`config.mk`:
```
export PLATFORM = sky130hd
export DESIGN_NAME = polyev_step
export DESIGN_NICKNAME = d
export VERILOG_FILES = /design/src/rtl/polynomial_evaluator_unit_defines.svh /design/src/rtl/polyev_pkg.sv /design/src/rtl/polyev_step.sv
export SDC_FILE = /design/constraint.sdc
export NUM_CORES = 2
export LEC_CHECK = 0
export BUFFER_PORTS_ARGS = -buffer_cell sky130_fd_sc_hd__buf_2
export CAP_MARGIN = 25
export CELL_PAD_IN_SITES_DETAIL_PLACEMENT = 1
export CELL_PAD_IN_SITES_GLOBAL_PLACEMENT = 1
export CORE_ASPECT_RATIO = 0.8
export CORE_MARGIN = 4
export CORE_UTILIZATION = 30
export CTS_CLUSTER_DIAMETER = 200
export DETAILED_ROUTE_END_ITERATION = 16
export GPL_ROUTABILITY_DRIVEN = 0
export HOLD_SLACK_MARGIN = 0.05
export PLACE_DENSITY_LB_ADDON = 0.1
export SLEW_MARGIN = 20
export SYNTH_ARGS = -nofsm -noshare
export SYNTH_HDL_FRONTEND = slang
export SYNTH_SLANG_ARGS = --single-unit
export TNS_END_PERCENT = 30
```
`constraint.sdc`:
```
create_clock -name clk -period 7.1 [get_ports clk]
set_input_delay 1.065 -clock clk [delete_from_list [all_inputs] [get_ports clk]]
set_output_delay 1.065 -clock clk [all_outputs]
set_load 0.02 [all_outputs]
```
`src/rtl/polynomial_evaluator_unit_defines.svh`:
```
// Assertion macros for the polynomial evaluator unit.
// Included by the top level; no other dependencies.
`ifndef POLYNOMIAL_EVALUATOR_UNIT_DEFINES_SVH
`define POLYNOMIAL_EVALUATOR_UNIT_DEFINES_SVH

`ifndef SYNTHESIS
`define PEU_ASSERT(lbl, clk, rstn, prop, msg) \
	lbl: assert property (@(posedge clk) disable iff (!rstn) prop) else $error(msg);
`define PEU_ASSERT_NEVER(lbl, clk, rstn, cond, msg) \
	lbl: assert property (@(posedge clk) disable iff (!rstn) !(cond)) else $error(msg);
`else
`define PEU_ASSERT(lbl, clk, rstn, prop, msg)
`define PEU_ASSERT_NEVER(lbl, clk, rstn, cond, msg)
`endif

`endif

```
`src/rtl/polyev_pkg.sv`:
```
// Shared types and constants of the polynomial evaluator.
// No dependencies.
`default_nettype none

package polyev_pkg;

	localparam int DATA_W      = 32;
	localparam int DEG_W       = 3;
	localparam int CFG_IDX_W   = 4;
	localparam int PROD_W      = 2 * DATA_W;
	localparam int MAX_DEGREE  = 6;
	localparam int FRAC_BITS   = 16;

	// configuration register indexes
	localparam logic [CFG_IDX_W-1:0] REG_DEGREE = 4'd0;
	localparam logic [CFG_IDX_W-1:0] REG_COEF0  = 4'd1;

	localparam logic signed [PROD_W-1:0] ACC_MAX = 64'sd2147483647;
	localparam logic signed [PROD_W-1:0] ACC_MIN = -64'sd2147483648;

	typedef struct packed {
		logic signed [DATA_W-1:0] x;
		logic signed [DATA_W-1:0] acc;
		logic                     sat;
	} polyev_item_t;

endpackage

`default_nettype wire

```
`src/rtl/polyev_step.sv`:
```
// One Horner step in two register stages: multiply, then shift, add and saturate.
// Depends on polyev_pkg.
`default_nettype none

module polyev_step #(
	parameter int FRAC_BITS = polyev_pkg::FRAC_BITS,
	parameter int COEF_IDX  = 0
) (
	input  wire logic                                   clk,
	input  wire logic                                   arst_n,
	input  wire logic                                   in_valid,
	output logic                                        in_ready,
	input  wire polyev_pkg::polyev_item_t               in_item,
	input  wire logic signed [polyev_pkg::DATA_W-1:0]   coef,
	input  wire logic [polyev_pkg::DEG_W-1:0]           deg,
	output logic                                        out_valid,
	input  wire logic                                   out_ready,
	output polyev_pkg::polyev_item_t                    out_item
);

	localparam logic [polyev_pkg::DEG_W-1:0] IDX = polyev_pkg::DEG_W'(COEF_IDX);

	logic                                      v_s1;
	logic signed [polyev_pkg::PROD_W-1:0]      prod_s1;
	polyev_pkg::polyev_item_t                  item_s1;
	logic                                      v_s2;
	polyev_pkg::polyev_item_t                  item_s2;

	logic                                      ready_s2;
	logic                                      ready_s1;
	logic signed [polyev_pkg::PROD_W-1:0]      prod;
	logic signed [polyev_pkg::PROD_W-1:0]      sum;
	logic                                      over_hi;
	logic                                      over_lo;
	polyev_pkg::polyev_item_t                  next_item;

	assign ready_s2 = !v_s2 || out_ready;
	assign ready_s1 = !v_s1 || ready_s2;
	assign in_ready = ready_s1;

	assign prod = polyev_pkg::PROD_W'(in_item.acc) * polyev_pkg::PROD_W'(in_item.x);

	always_ff @(posedge clk or negedge arst_n) begin
		if (!arst_n) begin
			v_s1 <= 1'b0;
		end else if (ready_s1) begin
			v_s1 <= in_valid;
		end
	end

	always_ff @(posedge clk) begin
		if (ready_s1 && in_valid) begin
			prod_s1 <= prod;
			item_s1 <= in_item;
		end
	end

	assign sum     = (prod_s1 >>> FRAC_BITS) + polyev_pkg::PROD_W'(coef);
	assign over_hi = sum > polyev_pkg::ACC_MAX;
	assign over_lo = sum < polyev_pkg::ACC_MIN;

	always_comb begin
		next_item = item_s1;
		if (deg == IDX) begin
			next_item.acc = coef;
		end else if (deg > IDX) begin
			if (over_hi) begin
				next_item.acc = polyev_pkg::ACC_MAX[polyev_pkg::DATA_W-1:0];
			end else if (over_lo) begin
				next_item.acc = polyev_pkg::ACC_MIN[polyev_pkg::DATA_W-1:0];
			end else begin
				next_item.acc = sum[polyev_pkg::DATA_W-1:0];
			end
			next_item.sat = item_s1.sat | over_hi | over_lo;
		end
	end

	always_ff @(posedge clk or negedge arst_n) begin
		if (!arst_n) begin
			v_s2 <= 1'b0;
		end else if (ready_s2) begin
			v_s2 <= v_s1;
		end
	end

	always_ff @(posedge clk) begin
		if (ready_s2 && v_s1) begin
			item_s2 <= next_item;
		end
	end

	assign out_valid = v_s2;
	assign out_item  = item_s2;

endmodule

`default_nettype wire

```
==> Word-level counts from Yosys, hierarchy flattened <==
Index checks and enable logic that the tools add are counted.
{ "word_totals": {"reg_bits": 196, "in_bits": 104, "out_inout_bits": 67} }
{ "op_classes": {"add_sub_neg": 1, "mul": 1, "order_cmp": 3, "n_mux": 5, "bitwise_logic": 2, "n_reduce_logical": 7} }
{ "op_table": {"columns": ["op", "count"], "rows": [
  ["2-to-1 mux 32 bit", 3],
  ["multiplier 32 x 32 -> 64 bit", 1],
  ["adder 48 x 32 -> 49 bit", 1],
  ["greater-than comparator 49 x 32 -> 1 bit (second input constant)", 1],
  ["< comparator 49 x 32 -> 1 bit (second input constant)", 1],
  ["2-to-1 mux 33 bit", 1],
  ["greater-than comparator 3 x 1 -> 1 bit (second input constant)", 1],
  ["zero test 3 bit", 1],
  ["logical AND 1 bit", 2],
  ["zero test 1 bit", 2],
  ["logical OR 1 bit", 2],
  ["bitwise OR 1 bit", 2],
  ["2-to-1 mux 1 bit", 1]
]} }

==> Depth between registers and ports, before layout <==
{ "depth": {"word_depth": 6, "mapped_depth": 30, "depth_no_buf": 29} }

==> Least setup slack after synthesis <==
OpenSTA, ideal clock, no wires.
{ "synth_path": {"path_kind": "input-to-reg", "start": "input in_item[32] (netlist name)", "end": "register prod_s1[62] (netlist name) (data pin)", "arrival_ns": 8.164, "required_ns": 6.832, "path_slack_ns": -1.332, "path_stages": 29, "path_cell_list": "clkbuf_1 > nand2_1 > inv_1 > fa_1 > inv_1 > fa_1 > inv_1 > fa_1 > fa_1 > inv_1 > fa_1 > inv_1 > fa_1 > inv_1 > fa_1 > inv_1 > fa_1 > ha_1 > a21o_1 > a21o_1 > a21oi_1 > nor2b_1 > o21ai_0 > nand2b_1 > a21oi_1 > o21ai_1 > a21o_1 > a21oi_1 > a211oi_1"} }
{ "synth_between": {"elab_chain_len": 1} }
{ "synth_lines": {"columns": ["item", "line", "rtl"], "rows": [
  ["start: declaration", "polyev_step.sv:13", "input wire polyev_pkg::polyev_item_t in_item,"],
  ["multiplier 32 x 32 -> 64 bit", "polyev_step.sv:41", "assign prod = polyev_pkg::PROD_W'(in_item.acc) * polyev_pkg::PROD_W'(in_item.x);"],
  ["via prod, one bit", "polyev_step.sv:31", "logic signed [polyev_pkg::PROD_W-1:0] prod;"],
  ["end signal: assignment", "polyev_step.sv:53", "prod_s1 <= prod;"],
  ["end: declaration", "polyev_step.sv:24", "logic signed [polyev_pkg::PROD_W-1:0] prod_s1;"]
]} }
The timed path passes the listed nets, and every way through them passes these cells.
A chain may end at the register's enable or synchronous reset.

==> Worst setup path after layout <==
{ "layout_path": {"start": "input in_item[16] (netlist name)", "end": "register prod_s1[63] (netlist name) (data pin)"} }
The elaborated chain is that of the path after synthesis.

==> metrics.yaml <==
worst_setup_path:
  cp_slowest_cell: "fa_2"
  ff2ff_path_depth: 14
  worstPathArrival_ps: 8130
  cp-startpoint: "in_item[16]"
  timing.rr.end: "out_item[23]"
  crit_path_frequent_cell: "fa_1"
  cp_slowest_stage_delay_ps: 560
  r2r_start: "prod_s1[32]"
  worstSetupPathType: "input port to register"
  cp.required_ps: 7360
  worstPathMaxFanout: 6
  cp-start-kind: "input port"
  r2r_slack_ps: 1780
  end_kind: "register"
  crit_path_end: "prod_s1[63]"
route:
  vias: 31000
  ant_nets: 0
  remaining_drc_errors: 0
  avgRoutedWirePerCell_um: 21.7
  drt-total-wl_um: 148000
  viasPerCell: 4.55
  drtIter0Drc: 1342
  first_pass_iters: 5
sta:
  fmax_ghz: 0.127
  setup_tns_ps: -17880
  rsz0062_at_grt: "true"
  period_share_pct: 111
  setup_slack_ps: -768
  maxSlewHeadroom_pct: 42.0
  worst_slew_pin_slew_ps: 859
  setup_viol: 36
  slew_viol_final: 0
  finalCriticalPeriod_ps: 7870
  hold_viol_final: 0
  fin_skew_ps: 24.5
synthesis:
  avgSynthCellArea_um2: 9.80
  ys_warn_count: 0
  async_flop_share_pct: 1.35
  synth_edf_count: 146
  synth_ff_type: "edfxtp_1"
  ys_seq_area_share_pct: 10.3
  syn_nets: 5821
  synth_top_area_share_pct: 50.1
  ys_seq_elements: 148
  synth_top_cell_by_area: "fa_1"
  ys_types: 78
  synthTopCellsByArea: "fa_1 (50%), edfxtp_1 (10%), inv_1 (8.5%), and2_1 (7.3%), ha_1 (6.6%)"
  syn_inst: 4407
  syn_area_um2: 43200
clocking:
  cts_hold_buf: 0
  cts.sinks: 148
  cts_root_buf: "clkbuf_16"
  cts.path.max_buffers: 2
  cts_made_buffers: 17
  cts_tree: "done"
  clkTransAtPathRegs_ps: 80
  insertion_delay_ps: 540
  h-tree-depth: 4
hold_path:
  min_path_type: "input port to asynchronous set/reset pin"
grt:
  overflow: 0
  grt_max_degree: 48
  track_usage_pct: 20.2
  grt_pass1_wl_um: 227000
  antenna_found_initial: 16
  grt_pass1_vias: 35000
die:
  die_area_um2: 150000
  rows: 124
  die_y_um: 347
  ios: 171
  initial_utilization_pct: 30.2
  core_area_um2: 143000
  die_w_um: 432
outcome:
  violations: "setup timing"
  status: "complete, but fails checks"
place:
  dpl.hpwl_um: 126000
  place_ws_ps: -1830
  place_area_um2: 49600
  dp.cells: 6700
  portBuffers: 170
layout:
  drive_gt1_share_pct: 19.5
  stdcell_count: 6803
  syn_to_final_growth_pct: 21.2
  nNetsFinal: 6306
  fin_area_um2: 52400
run:
  maxCapViolations: 0
## flip-flops by register name (all words and copies together), names as in the netlist
name	flops
out_item	65
out_valid	1
prod_s1	48
v_s1	1
item_s1	33
## cell usage after synthesis (5+ instances only)
cell,n
a211oi_1,14
a21boi_0,7
a21o_1,59
a21oi_1,88
a31oi_1,7
and2_1,505
and3_1,10
buf_6,5
clkbuf_1,206
edfxtp_1,146
fa_1,1082
ha_1,228
inv_1,981
nand2_1,580
nand2b_1,17
nand3_1,17
nand4_1,18
nor2_1,102
nor2b_1,19
nor3_1,23
o211a_1,5
o211ai_1,11
o211ai_2,15
o21a_1,14
o21ai_0,36
o21ai_1,21
o21bai_1,12
o31ai_1,5
or3_1,5
xnor2_1,61
xor2_1,32
## final cells by class
class                   instances  area, um^2
flip-flops and latches        148        4430
clock inverters                15         184
clock buffers                  17         425
inverters                     981        3690
well taps                    1890        2360
fillers                     16200       90700
diodes                          8        20.0
multi-input cells            3062       35100
repair buffers                682        6100
## per-stage QoR
stage,utilization [%],hold slack [ps]
final,36.6,309
after detailed placement,34.6,406
after global placement,34.6,401
after CTS,36.2,244
after global routing,36.6,278
after floorplan,-,400
## layer usage
layer / vias to the layer above / share of wire, % / GRT usage [%]
li1: 14100 / - / -
met1: 16500 / 52 / 31.6
met2: 349 / 44 / 30.8
met3: 65 / 2.6 / 1.76
met4: 0 / 1.4 / 3.45
met5: - / 0 / 0
## timing repair
| action | 4_1_cts | 5_1_grt |
|---|---|---|
| buffers inserted | 40 | 12 |
| pin swaps | 93 | 102 |
| gates resized for setup | 277 | 114 |
| setup endpoints to repair | 45 | 40 |
| hold endpoints to repair | 0 | 0 |
| cloned | 9 | 2 |
## worst max-delay path: cells and delay by family
kind | cells | cell delay (ps)
AO/OA/AOI/OAI | 5 | 900
XOR/XNOR | 1 | 130
adder cells (fa/ha/maj) | 9 | 3510
buffers and inverters | 10 | 930
AND/OR/NAND/NOR | 7 | 1570
## cells by family after synthesis
| group | share of synthesized area (%) |
|---|---|
| mux | 0.0232 |
| buf+inv | 10.5 |
| flops | 10.3 |
| simple gates | 15.3 |
| fa+ha+maj | 56.7 |
| xor+xnor | 1.89 |
| compound gates | 5.31 |
## cell usage in the layout (no fill, tap or decap), drive strengths merged, types with 7 or more instances in the layout
master / synthesis / final
nand2b: 17 / 17
a31oi: 7 / 7
nor3: 23 / 23
o21a: 14 / 14
diode: 0 / 8
or3: 7 / 7
a21oi: 88 / 88
nand2: 581 / 581
clkbuf: 207 / 24
o21bai: 12 / 12
nor2b: 19 / 19
and3: 11 / 11
ha: 228 / 228
o21ai: 57 / 57
edfxtp: 146 / 146
xnor2: 61 / 61
xor2: 32 / 32
buf: 9 / 671
nand4: 18 / 18
clkinv: 0 / 8
fa: 1082 / 1082
inv: 981 / 987
nand3: 20 / 20
a211oi: 15 / 15
a21boi: 7 / 7
and2: 506 / 506
a21o: 59 / 59
o211ai: 26 / 26
nor2: 102 / 102
## how the worst min path moves through the flow
stage / startpoint / endpoint / cells past startpoint
after global routing: arst_n / out_valid / 1
after floorplan: item_s1[33] / out_item[33] / 0
after detailed placement: item_s1[61] / out_item[61] / 0
after CTS: arst_n / out_valid / 1
final: arst_n / out_valid / 1
after global placement: item_s1[46] / out_item[46] / 0
Power is left out: the tool's default activity adds up to more than one toggle a clock period on the data nets, which glitch-free logic cannot reach.
